<file path="config.mk">
export PLATFORM = sky130hd
export DESIGN_NAME = multi_oscillator_sound_mixer
export DESIGN_NICKNAME = d
export VERILOG_FILES = /design/src/hdl/mosm_pkg.sv /design/src/hdl/multi_oscillator_sound_mixer.sv
export SDC_FILE = /design/constraint.sdc
export NUM_CORES = 1
export LEC_CHECK = 0
export ABC_AREA = 1
export BUFFER_PORTS_ARGS = -buffer_cell sky130_fd_sc_hd__buf_2
export CAP_MARGIN = 10
export CORE_UTILIZATION = 45
export CTS_CLUSTER_SIZE = 12
export DETAILED_ROUTE_END_ITERATION = 7
export SLEW_MARGIN = 15
export SYNTH_ARGS = -nofsm -noshare
export SYNTH_HDL_FRONTEND = slang
export SYNTH_SLANG_ARGS = --single-unit
</file>
<file path="constraint.sdc">
create_clock -name clk -period 8.8 [get_ports clk]
set_input_delay 1.76 -clock clk [delete_from_list [all_inputs] [get_ports clk]]
set_output_delay 1.76 -clock clk [all_outputs]
set_load 0.02 [all_outputs]
</file>
<file path="src/hdl/mosm_pkg.sv">
package mosm_pkg;

  // number of oscillators held in the block
  localparam int NUM_OSC = 8;
  localparam int OSC_W = (NUM_OSC > 1) ? $clog2(NUM_OSC) : 1;
  localparam int CNT_W = $clog2(NUM_OSC + 1);

  // waveform codes
  localparam logic [2:0] WAVE_TRIANGLE = 3'd0;
  localparam logic [2:0] WAVE_SAW      = 3'd1;
  localparam logic [2:0] WAVE_PULSE    = 3'd2;
  localparam logic [2:0] WAVE_NOISE    = 3'd3;

  // item kinds
  localparam logic KIND_SETTINGS = 1'b0;
  localparam logic KIND_SAMPLE   = 1'b1;

  // active count that selects the narrower output shift
  localparam logic [3:0] FOUR_CHANNELS = 4'd4;

  // per oscillator settings word
  typedef struct packed {
    logic [15:0] frequency;
    logic [15:0] duty;
    logic [2:0]  waveform;
    logic [7:0]  volume;
    logic [3:0]  crush;
  } osc_settings_t;

  localparam osc_settings_t SETTINGS_RESET = '{
    frequency: 16'd0,
    duty:      16'd0,
    waveform:  WAVE_TRIANGLE,
    volume:    8'd0,
    crush:     4'd5
  };

  // sequencer states
  typedef enum logic [1:0] {
    ST_IDLE,
    ST_RUN,
    ST_DONE
  } mosm_state_t;

  // low bits forced to one by the bitcrush level, saturating at a full byte
  function automatic logic [7:0] crush_mask(input logic [3:0] crush);
    logic [8:0] bit_one;
    logic [8:0] mask_wide;
    bit_one   = 9'd1 << crush;
    mask_wide = bit_one - 9'd1;
    return mask_wide[7:0];
  endfunction

  // raw wave value in -32..31 as a signed byte
  function automatic logic [7:0] wave_value(input logic [2:0]  waveform,
                                            input logic [15:0] phase,
                                            input logic [15:0] duty,
                                            input logic [5:0]  noise_bits);
    logic [7:0] v;
    case (waveform)
      WAVE_TRIANGLE: begin
        if (phase[15]) begin
          v = 8'd31 - {2'b00, phase[14:9]};
        end else begin
          v = {2'b00, phase[14:9]} - 8'd32;
        end
      end
      WAVE_SAW: begin
        v = {2'b00, phase[15:10]} - 8'd32;
      end
      WAVE_PULSE: begin
        v = (phase > duty) ? 8'hE0 : 8'd31;
      end
      WAVE_NOISE: begin
        v = {2'b00, noise_bits} - 8'd32;
      end
      default: begin
        v = 8'd0;
      end
    endcase
    return v;
  endfunction

endpackage

</file>
<file path="src/hdl/multi_oscillator_sound_mixer.sv">
// Multi-oscillator sound mixer.
// Input channel (in_valid/in_ready): a settings transaction (kind 0) loads
// the frequency, duty, waveform, volume and bitcrush level of oscillator
// osc_index and gives no result. A sample transaction
// (kind 1) steps the noise register, then walks the active oscillators one
// per cycle through the settings and phase memories (registered read, phase
// written back in the same cycle) and gives one left/right byte pair.
// While a sample transaction runs, no new transaction is accepted; its
// result is loaded into the output register from the sample's last state.
// Output channel (out_valid/out_ready): a result is held in the output
// register until taken. Settings transactions are still accepted while a
// result waits; a sample transaction finishing while the output register
// is still full waits in its last state until the receiver takes the
// earlier result.
// Configuration channel (cfg_valid/cfg_ready): writes active_oscillators,
// always ready. Reset restores eight active oscillators, noise register 1,
// zero phases and settings, bitcrush five; per-entry valid bits make
// unwritten memory entries read as their reset values.
module multi_oscillator_sound_mixer (
  input  logic       clk,
  input  logic       rst,
  input  logic       cfg_valid,
  output logic       cfg_ready,
  input  logic [3:0] active_oscillators,
  input  logic       in_valid,
  output logic       in_ready,
  input  logic       kind,
  input  logic [2:0] osc_index,
  input  logic [15:0] osc_frequency,
  input  logic [15:0] osc_duty,
  input  logic [2:0] osc_waveform,
  input  logic [7:0] osc_volume,
  input  logic [3:0] osc_crush,
  output logic       out_valid,
  input  logic       out_ready,
  output logic [7:0] left_sample,
  output logic [7:0] right_sample
);
  import mosm_pkg::*;

  // state and control registers
  mosm_state_t       state;
  mosm_state_t       state_next;
  logic [3:0]        active;
  logic [31:0]       noise;
  logic [CNT_W-1:0]  count;
  logic [CNT_W-1:0]  osc;
  logic [15:0]       acc_left;
  logic [15:0]       acc_right;
  logic [NUM_OSC-1:0] set_valid;
  logic [NUM_OSC-1:0] phase_valid;

  // memories and read ports
  osc_settings_t     settings_mem [NUM_OSC];
  logic [15:0]       phase_mem [NUM_OSC];
  logic [OSC_W-1:0]  rd_addr;
  logic              rd_en;
  osc_settings_t     rd_settings;
  logic [15:0]       rd_phase;
  logic              rd_set_valid;
  logic              rd_phase_valid;

  // combinational helpers
  logic              in_accept;
  logic              settings_write;
  logic              sample_start;
  logic              last_osc;
  logic              out_load;
  logic              noise_bit;
  logic [CNT_W-1:0]  count_start;
  osc_settings_t     cur_settings;
  logic [15:0]       cur_phase;
  logic [15:0]       phase_next;
  logic [7:0]        crushed;
  logic signed [16:0] product;
  logic [OSC_W-1:0]  cur_addr;

  assign cfg_ready      = 1'b1;
  assign in_accept      = in_valid && in_ready;
  assign settings_write = in_accept && (kind == KIND_SETTINGS)
                          && (int'(osc_index) < NUM_OSC);
  assign sample_start   = in_accept && (kind == KIND_SAMPLE);
  assign last_osc       = (osc == count - CNT_W'(1));
  assign cur_addr       = osc[OSC_W-1:0];

  // mixed oscillator count, saturated to the number held
  always_comb begin
    if (int'(active) > NUM_OSC) begin
      count_start = CNT_W'(NUM_OSC);
    end else begin
      count_start = CNT_W'(active);
    end
  end

  assign noise_bit = noise[31] ^ noise[24] ^ noise[6] ^ noise[9];

  // next state
  always_comb begin
    state_next = state;
    case (state)
      ST_IDLE: begin
        if (sample_start) begin
          state_next = (count_start == '0) ? ST_DONE : ST_RUN;
        end
      end
      ST_RUN: begin
        if (last_osc) begin
          state_next = ST_DONE;
        end
      end
      ST_DONE: begin
        if (!out_valid || out_ready) begin
          state_next = ST_IDLE;
        end
      end
      default: begin
        state_next = ST_IDLE;
      end
    endcase
  end

  // state outputs
  always_comb begin
    in_ready = 1'b0;
    out_load = 1'b0;
    rd_en    = 1'b0;
    rd_addr  = '0;
    case (state)
      ST_IDLE: begin
        in_ready = 1'b1;
        rd_en    = in_valid && (kind == KIND_SAMPLE);
      end
      ST_RUN: begin
        rd_en   = !last_osc;
        rd_addr = OSC_W'(osc + CNT_W'(1));
      end
      ST_DONE: begin
        out_load = !out_valid || out_ready;
      end
      default: begin
        in_ready = 1'b0;
      end
    endcase
  end

  // control registers
  always_ff @(posedge clk) begin
    if (rst) begin
      state       <= ST_IDLE;
      active      <= 4'd8;
      noise       <= 32'd1;
      set_valid   <= '0;
      phase_valid <= '0;
      out_valid   <= 1'b0;
      osc         <= '0;
      count       <= '0;
    end else begin
      state <= state_next;
      if (cfg_valid && cfg_ready) begin
        active <= active_oscillators;
      end
      if (sample_start) begin
        noise <= {noise[30:0], noise_bit};
        count <= count_start;
        osc   <= '0;
      end else if (state == ST_RUN) begin
        osc <= osc + CNT_W'(1);
      end
      if (settings_write) begin
        set_valid[OSC_W'(osc_index)] <= 1'b1;
      end
      if (state == ST_RUN) begin
        phase_valid[cur_addr] <= 1'b1;
      end
      if (out_load) begin
        out_valid <= 1'b1;
      end else if (out_ready) begin
        out_valid <= 1'b0;
      end
    end
  end

  // settings memory
  always_ff @(posedge clk) begin
    if (settings_write) begin
      settings_mem[OSC_W'(osc_index)] <= '{
        frequency: osc_frequency,
        duty:      osc_duty,
        waveform:  osc_waveform,
        volume:    osc_volume,
        crush:     osc_crush
      };
    end
    if (rd_en) begin
      rd_settings  <= settings_mem[rd_addr];
      rd_set_valid <= set_valid[rd_addr];
    end
  end

  // phase memory, read ahead of the entry being written back
  always_ff @(posedge clk) begin
    if (state == ST_RUN) begin
      phase_mem[cur_addr] <= phase_next;
    end
    if (rd_en) begin
      rd_phase       <= phase_mem[rd_addr];
      rd_phase_valid <= phase_valid[rd_addr];
    end
  end

  // entries never written read as their reset values
  assign cur_settings = rd_set_valid ? rd_settings : SETTINGS_RESET;
  assign cur_phase    = rd_phase_valid ? rd_phase : 16'd0;

  // wave, bitcrush, phase step and scaled contribution
  assign phase_next = cur_phase + {2'b00, cur_settings.frequency[15:2]};
  assign crushed    = wave_value(cur_settings.waveform, cur_phase,
                                 cur_settings.duty, noise[5:0])
                      | crush_mask(cur_settings.crush);
  assign product    = $signed(crushed) * $signed({1'b0, cur_settings.volume});

  // left and right sums
  always_ff @(posedge clk) begin
    if (sample_start) begin
      acc_left  <= 16'd0;
      acc_right <= 16'd0;
    end else if (state == ST_RUN) begin
      if (osc[0]) begin
        acc_right <= acc_right + product[15:0];
      end else begin
        acc_left <= acc_left + product[15:0];
      end
    end
  end

  // output bytes: arithmetic shift then offset by 128
  always_ff @(posedge clk) begin
    if (out_load) begin
      if (active == FOUR_CHANNELS) begin
        left_sample  <= {~acc_left[14], acc_left[13:7]};
        right_sample <= {~acc_right[14], acc_right[13:7]};
      end else begin
        left_sample  <= {~acc_left[15], acc_left[14:8]};
        right_sample <= {~acc_right[15], acc_right[14:8]};
      end
    end
  end

endmodule
</file>
# Word level (Yosys, flattened, before mapping)

Memories as Yosys holds them, arrays and structs flattened. A register that Yosys moved wholly into a read port is not among the register bits.
Index checks and enable logic that the tools add are counted.

Register bits: 113
Memory bits (writable): 504
Input port bits: 60
Output and inout bits: 19
Word-level logic and storage cells: 105
Memories kept: 2

Memories:

| memory       | depth | bits a word | read ports | clocked after memory_dff | write ports | line                               | RTL |
|---|---|---|---|---|---|---|---|
| settings_mem | 8     | 47          | 1          | 1                        | 1           | multi_oscillator_sound_mixer.sv:54 | `osc_settings_t settings_mem [NUM_OSC];` |
| phase_mem    | 8     | 16          | 1          | 1                        | 1           | multi_oscillator_sound_mixer.sv:55 | `logic [15:0] phase_mem [NUM_OSC];` |

Add/subtract/negate cells: 10
Multiply operators: 1
Order comparisons: 7
Equal/unequal tests: 10
Shifts and indexed selects: 1
Mux-type cells: 31
Bitwise logic cells: 12
Reduce and logical (&&, ||, !) cells: 17

Operators by type and width:

| kind                | count |
|---|---|
| $mux 47             | 1 |
| $add 16x16->16      | 2 |
| $mux 8              | 4 |
| $pmux 8 s4          | 1 |
| $or 8x8->8          | 3 |
| $sub 6x6->7 const B | 3 |
| $add 16x14->16      | 1 |
| $gt 16x16->1        | 1 |
| $mul 8x9->16        | 1 |
| $mux 16             | 1 |
| $lt 3x4->1 const B  | 3 |
| $mux 1              | 12 |
| $mux 2              | 4 |
| $shl 1x4->8 const A | 1 |
| $sub 8x1->8 const B | 1 |
| $sub 5x6->7 const A | 1 |
| $bmux 1 s3          | 2 |
| $demux 1 s3         | 2 |
| $eq 3x2->1 const B  | 2 |
| $ge 3x1->1 const B  | 2 |
| $logic_and 1x1->1   | 6 |
| $ne 2x2->1 const B  | 3 |
| $not 1->1           | 6 |
| $pmux 2 s3          | 1 |
| 21 further kinds    | 25 |

# Longest topological paths before layout

Gate-level depths: netlist (run 1).

Word-level depth: 7
Gate-level depth with buffers: 50
Mapped depth without buffers: 47

# Worst setup path before layout (run 1)

Ideal clock, no wire load.

Kind: flip-flop to flip-flop
Start point: reg rd_set_valid
End point: reg acc_left[15]
Library setup time: 110 ps
Arrival time: 7289 ps
Required time: 8690 ps
Path slack: 1401 ps
Stages on the path, launching flop included: 48
Buffers on the path: 4
Clock period less this slack: 7399 ps
Path through: edfxtp_1 buf_6 buf_6 clkbuf_1 buf_1 nand2_1 ha_1 nand2_1 nor2_1 inv_1 nor4_2 nand2_1 nand2_2 nand2_1 nand2_1 nand4_1 nand2_1 inv_1 (+12 left out) o21ai_0 a21oi_1 o21ai_0 nand2_1 nand2_1 a21oi_1 xnor2_1 ha_1 nand2_1 nor2_1 inv_1 o221ai_1 a21oi_1 nand3b_1 nand3_1 nand2_1 inv_1 nor2_1

Word-level cells in the longest chain between the ends: 7
Elaborated cells on any way between the ends: 13
Those cells by class: add/sub (2); mul (1); order compare (1); eq/ne (3); shift (1); mux (3); bitwise (1); reduce/logical (1)

RTL lines:

| what                     | line                                | RTL |
|---|---|---|
| start: declaration       | multi_oscillator_sound_mixer.sv:60  | `logic rd_set_valid;` |
| start signal: assignment | multi_oscillator_sound_mixer.sv:196 | `rd_set_valid <= set_valid[rd_addr];` |
| $mux 47 (*)              | multi_oscillator_sound_mixer.sv:212 | `assign cur_settings = rd_set_valid ? rd_settings : SETTINGS_RESET;` |
| $gt 16x16->1             | mosm_pkg.sv:72                      | `v = (phase > duty) ? 8'hE0 : 8'd31;` |
| $mux 8                   | mosm_pkg.sv:72                      |  |
| $pmux 8 s4               | mosm_pkg.sv:60                      | `case (waveform)` |
| $or 8x8->8               | multi_oscillator_sound_mixer.sv:219 | `\| crush_mask(cur_settings.crush);` |
| $mul 8x9->16 (*)         | multi_oscillator_sound_mixer.sv:220 | `assign product = $signed(crushed) * $signed({1'b0, cur_settings.volume});` |
| $add 16x16->16 (*)       | multi_oscillator_sound_mixer.sv:231 | `acc_left <= acc_left + product[15:0];` |
| end signal: assignment   | multi_oscillator_sound_mixer.sv:231 |  |
| end: declaration         | multi_oscillator_sound_mixer.sv:48  | `logic [15:0] acc_left;` |

Every way passes the cells marked *; elsewhere a longest branch is shown, timed or not.
A chain may end at the register's enable or synchronous reset.

# Final worst setup path (run 1)

Start point: reg rd_phase_valid
End point: reg acc_left[15]

Word-level cells in the longest chain between the ends: 7
Elaborated cells on any way between the ends: 11
Those cells by class: add/sub (4); mul (1); order compare (1); mux (4); bitwise (1)

RTL lines:

| what                                 | line                                | RTL |
|---|---|---|
| start: declaration                   | multi_oscillator_sound_mixer.sv:61  | `logic rd_phase_valid;` |
| start signal: assignment             | multi_oscillator_sound_mixer.sv:207 | `rd_phase_valid <= phase_valid[rd_addr];` |
| $mux 16 (*)                          | multi_oscillator_sound_mixer.sv:213 | `assign cur_phase = rd_phase_valid ? rd_phase : 16'd0;` |
| $gt 16x16->1 (tied with other cells) | mosm_pkg.sv:72                      |  |
| $mux 8 (on tied branches)            | mosm_pkg.sv:72, mosm_pkg.sv:62      |  |
| $pmux 8 s4 (*)                       | mosm_pkg.sv:60                      |  |
| $or 8x8->8 (*)                       | multi_oscillator_sound_mixer.sv:219 |  |
| $mul 8x9->16 (*)                     | multi_oscillator_sound_mixer.sv:220 |  |
| $add 16x16->16 (*)                   | multi_oscillator_sound_mixer.sv:231 |  |

Marked as above.

==> summary.md, run 1 <==
The category of the critical setup timing path is flip-flop to flip-flop. The number of nets handed over by synthesis was 2938. The stage delay of the slowest cell on the critical path was 640 ps. For this block, the via count after detailed routing is 19889. For the flop-to-flop setup slack, the log shows 750 ps. The worst min-delay path startpoint is set_valid[7]. The maximum level of the CTS H-tree was 3; the timing-limited maximum frequency was 124 MHz. Along the worst path, the maximum fanout reaches 13. The number of DRC violations after detailed routing is 24. The routed design has 66400 um of wire. Dividing the synthesized area by the synthesized cell count gives 11.0 um^2. The power density relative to cell area works out to 299 mW/mm^2. The flow ran to the end, but the final reports show violations.

Detailed placement ended at an HPWL of 39100 um. The library cell used most frequently in the layout, excluding fill and tap cells, is sky130_fd_sc_hd__edfxtp_1. For the worst-case clock buffer depth, the log shows 3. Gate family responsible for the most delay along the worst path: adder cells.

The clock-pin slew reported for the worst setup and hold paths after clock tree synthesis was 60 ps; the met2 layer usage reported by global route was 32.2%. The first-pass iteration count of the detailed router is 8. The switching part of the total power came out at 34.9%. For the power share of the sequential group, the log shows 36.7%. The transition time at the pin with the least slew margin came out at 1070 ps. The I/O pin total is 79. For the final count of pins violating max slew, the log shows 0. The final net count is 2996, and the normalized max-slew margin is 28.9%.

After global routing, the most crowded layer is met2. The first routing iteration left 1365 violations. The final worst-path cycle share was 91.5%.

Entering global routing, the biggest net connects 178 pins. Synthesis produced a netlist whose cell count is 2740. The run gives 662 as the TritonCTS sink count. Counting cells, the worst reg-to-reg path comes to 43. The number of buffers and inverters on the critical path was 10; the signal arrival time at the worst endpoint was 8600 ps. The tools report the placer congestion estimate as 0.836.

In the synthesized netlist the async set-or-reset flop fraction comes to 0%. In this run, synthesis inferred 567 flip-flops with an integrated enable. The run gives 27.0% as the met1 layer usage reported by global route.

In this run the standard cell core region covers 0.0660 mm^2. The worst voltage drop across the vdd grid is 270 uV, and the wire length per cell after detailed routing is 17.9 um. The via count of the first global-routing pass came out at 19677. The total of endpoints with negative setup slack in the final report is 0, and the total count of hold-check failures in the final report is 0. The netlist uses 55 different library cells. The clock insertion delay at the later pin of the skew report is 630 ps, and the setup skew after layout is 41.6 ps.

The number of antenna violations at the first check in global routing is 10. TritonCTS built the clock tree. In this run the static leakage power is 13.6 nW.

The top cell type's share of synthesized area was 56.6%; the fraction of layout cells with a size suffix above 1 was 9.07%. In the global route stage, overall resource usage came out at 19.8%. The worst reg2reg path endpoint is acc_left[15]. Combinational logic burns 34.9% of the power. The filler cell count was 5730. After floorplanning, the core was divided into 94 placement rows. Clock tree synthesis selected as its root buffer the cell sky130_fd_sc_hd__clkbuf_16. The tool flagged a number of max-cap violations equal to 0. The mapped netlist covers 0.0301 mm^2.

The predominant post-synthesis flop cell is sky130_fd_sc_hd__edfxtp_1. The run gives 45.6% as the initial cell density of the core. The tools report the capturing element of the worst setup path as acc_left[15].

The die outline width came out at 261 um. Setup total negative slack on the finished layout was measured at 0 ps. The startpoint identified for the worst register-to-register timing path is rd_phase_valid. In the post-synthesis netlist, the biggest area contributors are sky130_fd_sc_hd__edfxtp_1 (57%), sky130_fd_sc_hd__dfxtp_1 (6.3%), sky130_fd_sc_hd__nand2_1 (6.2%).

The finished cells cover 0.0336 mm^2. For the worst hold margin, the log shows 470 ps. In the layout the commonest cells are sky130_fd_sc_hd__edfxtp_1 (567), sky130_fd_sc_hd__nand2_1 (500), sky130_fd_sc_hd__nor2_1 (284). The detail route stage leaves a number of antenna-violating nets equal to 0. The tools report the die outline area as 0.0679 mm^2. The yosys synthesis warning count came out at 0. Setup repair after global routing left no endpoint under its margin. Part of the Yosys area used for sequential elements: 62.9%. Counting the buffers created by CTS gives 72. Residual overflow from global routing: 0. In this run the worst setup path begins at rd_phase_valid. The worst setup path is captured at a flip-flop. Dividing the detail-routed via count by the number of cells gives 5.36.

The post-placement cell area is 0.0314 mm^2, and the minimum period implied by the final worst setup slack is 8050 ps. The tools report the category of the worst setup path launch point as a flip-flop. The tools report the clock share of power as 28.4%. The biggest area contributor in the post-synthesis netlist is sky130_fd_sc_hd__edfxtp_1. The run gives 3.63% as the global routing met3 resource utilization.

The first-pass GRT wire length was 105000 um. The worst hold path belongs to the class flip-flop to flip-flop. The final reports fail on design-rule violations.

Counting stages on the worst path, the most repeated cell is sky130_fd_sc_hd__nand2_1. The number of cells on the critical path is 43, and the growth of design area from synthesis to finish is 11.8%. The critical-path cell with the highest stage delay is sky130_fd_sc_hd__edfxtp_1. The number of flip-flops and latches in the synthesized netlist is 662, and the internal power is 6.55 mW. The floorplan step set the die height to 261 um. The switching power total was 3.51 mW.

Hold repair after CTS inserted 0 buffers. Buffers placed on the I/O ports in this run total 75. The worst endpoint required time is 9350 ps.
## cell families (layout without fill, tap and decap cells)
group / Yosys count / count (layout) / share of synthesized area, %
adder cells (fa/ha/maj): 138 / 138 / 6.71
buffers and inverters: 398 / 504 / 5.19
AO/OA/AOI/OAI: 551 / 551 / 10.9
other: 1 / 4 / 0.0125
flip-flops: 662 / 662 / 62.9
multiplexers: 7 / 7 / 0.262
AND/OR/NAND/NOR: 929 / 929 / 12.5
XOR/XNOR: 54 / 54 / 1.57
## stage by stage
| stage | std cells | power, mW | setup slack [ps] | utilization (%) |
|---|---|---|---|---|
| after floorplan | 2740 | 6.50 | 1400 | - |
| after global placement | 3586 | 7.19 | 705 | 47.5 |
| after detailed placement | 3586 | 7.27 | 652 | 47.5 |
| after CTS | 3708 | 10.1 | 627 | 51.0 |
| after global routing | 3710 | 10.8 | 47.9 | 51.0 |
| final | 3713 | 10.1 | 750 | 51.0 |
## cell type report
class / instances / area [um^2] / area share [%]
multi-input cells: 1680 / 9670 / 28.8
inverters: 268 / 1020 / 3.03
repair buffers: 114 / 681 / 2.02
well taps: 864 / 1080 / 3.21
diodes: 3 / 7.51 / 0.0223
flip-flops and latches: 662 / 18900 / 56.3
clock buffers: 94 / 1930 / 5.72
clock inverters: 28 / 330 / 0.982
## power by group through the flow
stage	Clock (mW)	Sequential, mW	Combinational (mW)
5_1_grt	3.03	3.71	4.06
6_report	2.86	3.69	3.51
4_1_cts	2.91	3.69	3.54
2_1_floorplan	0	3.73	2.77
3_3_place_gp	0	3.76	3.44
3_5_place_dp	0	3.76	3.52
## worst min-delay path, delay by kind of cell, from the launching register on
family	cells	cell delay, ps
flip-flops	1	320
AND/OR/NAND/NOR	2	120
## layer usage
layer	vias to the layer above	part of all wire, %
met2	430	47
met5	-	0.10
li1	9636	-
met3	105	5.0
met1	9706	46
met4	12	2.1
## Yosys cell counts, drive strengths merged (31+ instances only)
master	number
a21oi	210
buf	46
nand2	508
clkbuf	84
inv	267
fa	39
a31oi	65
nand3	100
nor2	292
o21ai	163
dfxtp	95
edfxtp	567
xor2	31
o221ai	65
ha	99
## flip-flops by register name (all words and copies together) (netlist names), 2 cells and up
name,cells
state,2
osc,4
noise,32
count,4
acc_left,16
phase_mem,128
left_sample,8
rd_phase,16
acc_right,16
active,4
right_sample,8
rd_settings,45
settings_mem,360
set_valid,8
phase_valid,8
## timing repair
action,4_1_cts,5_1_grt
resized for setup,0,0
setup endpoints to repair,0,1
setup buffers,0,2
## how the worst min path moves through the flow
stage / slack (ps) / endpoint / cells after the start
after global routing: 490 / set_valid[7] / 2
final: 470 / set_valid[7] / 2
after floorplan: 430 / set_valid[7] / 2
after detailed placement: 460 / set_valid[7] / 2
after CTS: 470 / phase_valid[7] / 2
after global placement: 450 / set_valid[7] / 2
Power figures use the tool's default switching activity.
==> inputs of run 2 (changes only) <==
--- a/config.mk
+++ b/config.mk
@@ -8,6 +8,7 @@
 export ABC_AREA = 1
 export BUFFER_PORTS_ARGS = -buffer_cell sky130_fd_sc_hd__buf_2
 export CAP_MARGIN = 10
+export CORE_ASPECT_RATIO = 1.2
 export CORE_UTILIZATION = 45
 export CTS_CLUSTER_SIZE = 12
 export DETAILED_ROUTE_END_ITERATION = 7
==> summary.md, run 2 (synthesis gave the netlist of run 1 again) <==
The run gives 79 as the I/O pin total. The number of port buffers works out to 75. The class of the tightest hold or removal check is flip-flop to flip-flop. For this run, global-route usage on met2 was measured as 35.2%.

The run finished with clean final reports. The global routing met3 resource utilization came out at 3.79%. The run gives 662 as the TritonCTS sink count.

Using the TritonRoute via totals, the vias-per-cell ratio works out to 5.30. The routed layout has 19769 vias. The run gives 0 as the final count of pins violating max slew.

The post-detailed-route count of antenna-violating nets came out at 0. Clock latency on the worst-skew pair, taken at its later pin, is 620 ps. The library cell used most frequently in the layout, excluding fill and tap cells, is sky130_fd_sc_hd__edfxtp_1. The largest net degree at the start of global routing was 176. The initial utilization of the core area, before any placement, comes to 45.6%. The worst setup path is launched from a flip-flop.

Instance count after placement with tap cells included: 3619. The number of cells in the finished layout apart from fillers came out at 3732. CTS placed an instance of sky130_fd_sc_hd__clkbuf_16 at the clock tree root. Critical path's most frequent cell: sky130_fd_sc_hd__inv_1. The transition time at the pin with the least slew margin was 1180 ps. The flop-to-flop setup slack was 530 ps. In this run the vertical extent of the chip is 285 um.

The final worst-path cycle share works out to 94.0%. The highest fanout seen on the critical path is 14, and the total global-route track usage is 20.2%. For hold timing, the worst endpoint is phase_valid[4].

For the placer congestion estimate, the log shows 0.857. For the area occupied by registers, the log shows 0.0189 mm^2. The logs give 0 for the count of instances resized after the clock tree is built and 107000 um for the first-pass GRT wire length. The violation count after the first detailed-route iteration is 1375, and the die outline width is 238 um. The floorplan has 103 rows.

For this design the ratio of total power to cell area is 297 mW/mm^2. The tool flagged a number of max-cap violations equal to 0. The run gives 5 as the number of antenna violations at the first check in global routing. The category of the critical setup timing path was flip-flop to flip-flop. The clock tree synthesis step divided the H-tree into 3 levels. The first detailed-routing pass ran for 7 iterations.

Setup total negative slack on the finished layout was measured at 0 ps. TritonCTS built the clock tree. Worst endpoint required time: 9360 ps. The multi-input combinational cells in the finished layout cover a total of 0.00968 mm^2. The total half-perimeter wirelength after legalization and detailed placement is 40400 um, and the residual overflow from global routing is 0. For the worst setup path, the data arrival time is 8830 ps.

The fraction of layout cells with a size suffix above 1 is 8.91%. The core outline area is 0.0660 mm^2. The startpoint of the worst-slack reg-to-reg timing path is rd_phase_valid. In this run the most used layer during global routing was met2.

In this design, the stage delay of the slowest critical-path cell is 700 ps. Number of cells traversed by the worst hold path: 2. The die covers 0.0679 mm^2.

Worst reg2reg path endpoint: acc_left[15]. In the layout the commonest cells are sky130_fd_sc_hd__edfxtp_1 (567), sky130_fd_sc_hd__nand2_1 (500), sky130_fd_sc_hd__nor2_1 (283). The worst min-delay path startpoint is phase_valid[4]. For the final database, setup skew stands at 33.1 ps.

Dividing the detail-routed wire length by the instance count gives 18.3 um. In the final layout, the registers with the most flip-flops are settings_mem x360, phase_mem x128, rd_settings x45. Measured on the finished design, the core utilization comes to 50.8%. For the normalized max-slew margin, the log shows 21.2%.

The tools report the critical path endpoint category as a flip-flop. The flip-flop count of the largest register, all copies and words added was 360. The slowest stage of the critical path is the sky130_fd_sc_hd__edfxtp_1 cell. Setup repair after global routing left no endpoint under its margin.

TritonCTS created 69 clock buffers. At the end of the flow, the number of nets in the layout was 2997. The analysis attributes to cell leakage a power of 13.6 nW. The met1 layer usage reported by global route is 25.0%. For the via count of the first global-routing pass, the log shows 19527.

The tightest hold path in the finished design has a slack of 467 ps. No sink is reached through more buffers than the 3 on the longest clock path. For the total count of hold-check failures in the final report, the log shows 0.

After layout, the minimum clock period comes to 8270 ps. The growth of design area from synthesis to finish is 11.5%. The tools report the worst voltage drop across the vdd grid as 246 uV. The number of DRC violations after detailed routing was 0; the worst reg-to-reg path cell count was 44. Fill cells in the final layout number 5835. After clock tree synthesis, the clock-pin slew on the worst setup and hold paths is 60 ps.

Static timing analysis puts the maximum clock frequency at 121 MHz. Ranked by flip-flop count, first place goes to settings_mem. Setup violations remaining at the end of the flow were counted as 0.

The final layout contains routed wiring with a total length of 68300 um.
run 2: cell count changes in the layout (fill, tap and decap cells not counted), moves of 2 or more:
cell / delta
sky130_fd_sc_hd__clkinvlp_4: -2
sky130_fd_sc_hd__clkbuf_16: -4
sky130_fd_sc_hd__diode_2: -2
sky130_fd_sc_hd__inv_6: +2
sky130_fd_sc_hd__clkinv_2: -3
sky130_fd_sc_hd__buf_4: +3
run 2: repair_timing:
| action | in CTS | in global routing |
|---|---|---|
| setup buffers | 0 | 1 |
| hold endpoints to repair | 0 | 0 |
| hold buffers | 0 | 0 |
| endpoints found under the setup margin | 0 | 1 |
run 2: metal layers:
| layer | up-vias | wire length (um) |
|---|---|---|
| met5 | - | 32 |
| li1 | 9617 | - |
| met4 | 6 | 1850 |
| met3 | 136 | 3540 |
| met1 | 9584 | 28700 |
| met2 | 426 | 34200 |
run 2: how the worst max path moves through the flow:
stage,start,to,slack [ps]
final,rd_phase_valid,acc_left[15],530
after global routing,rd_phase_valid,acc_left[15],10
after CTS,rd_phase_valid,acc_left[15],550
after detailed placement,rd_phase_valid,acc_left[15],560
after global placement,rd_phase_valid,acc_left[15],610
after floorplan,rd_set_valid,acc_left[15],1400
run 2: final cells by class:
class	instances	share of cell area, %
Multi-Input combinational cell	1680	28.9
Sequential cell	662	56.4
Clock buffer	90	5.44
Timing Repair Buffer	118	2.16
Antenna cell	1	0.00746
Tap cell	892	3.33
Clock inverter	21	0.709
Inverter	268	3.04
run 2: stage by stage:
| stage | total power [mW] | area (um^2) | worst slack [ps] |
|---|---|---|---|
| after floorplan | 6.50 | 30100 | 1400 |
| after global placement | 7.28 | 31500 | 614 |
| after detailed placement | 7.36 | 31500 | 562 |
| after CTS | 10.1 | 33500 | 545 |
| after global routing | 10.7 | 33500 | 12.3 |
| final | 9.95 | 33500 | 527 |
run 2: where the power goes:
| group | switching [mW] | leakage [nW] | internal (mW) | total, mW |
|---|---|---|---|---|
| sequential | 0.0765 | 5.94 | 3.62 | 3.69 |
| combinational | 2.24 | 6.65 | 1.32 | 3.56 |
| clock | 1.19 | 0.992 | 1.50 | 2.70 |
run 2: critical path: cells and delay by family, from the launching register on:
kind / cells / cell delay, ps
flops: 1 / 700
xor+xnor: 1 / 370
fa+ha+maj: 7 / 2930
compound gates: 8 / 1440
buf+inv: 10 / 620
simple gates: 18 / 2150
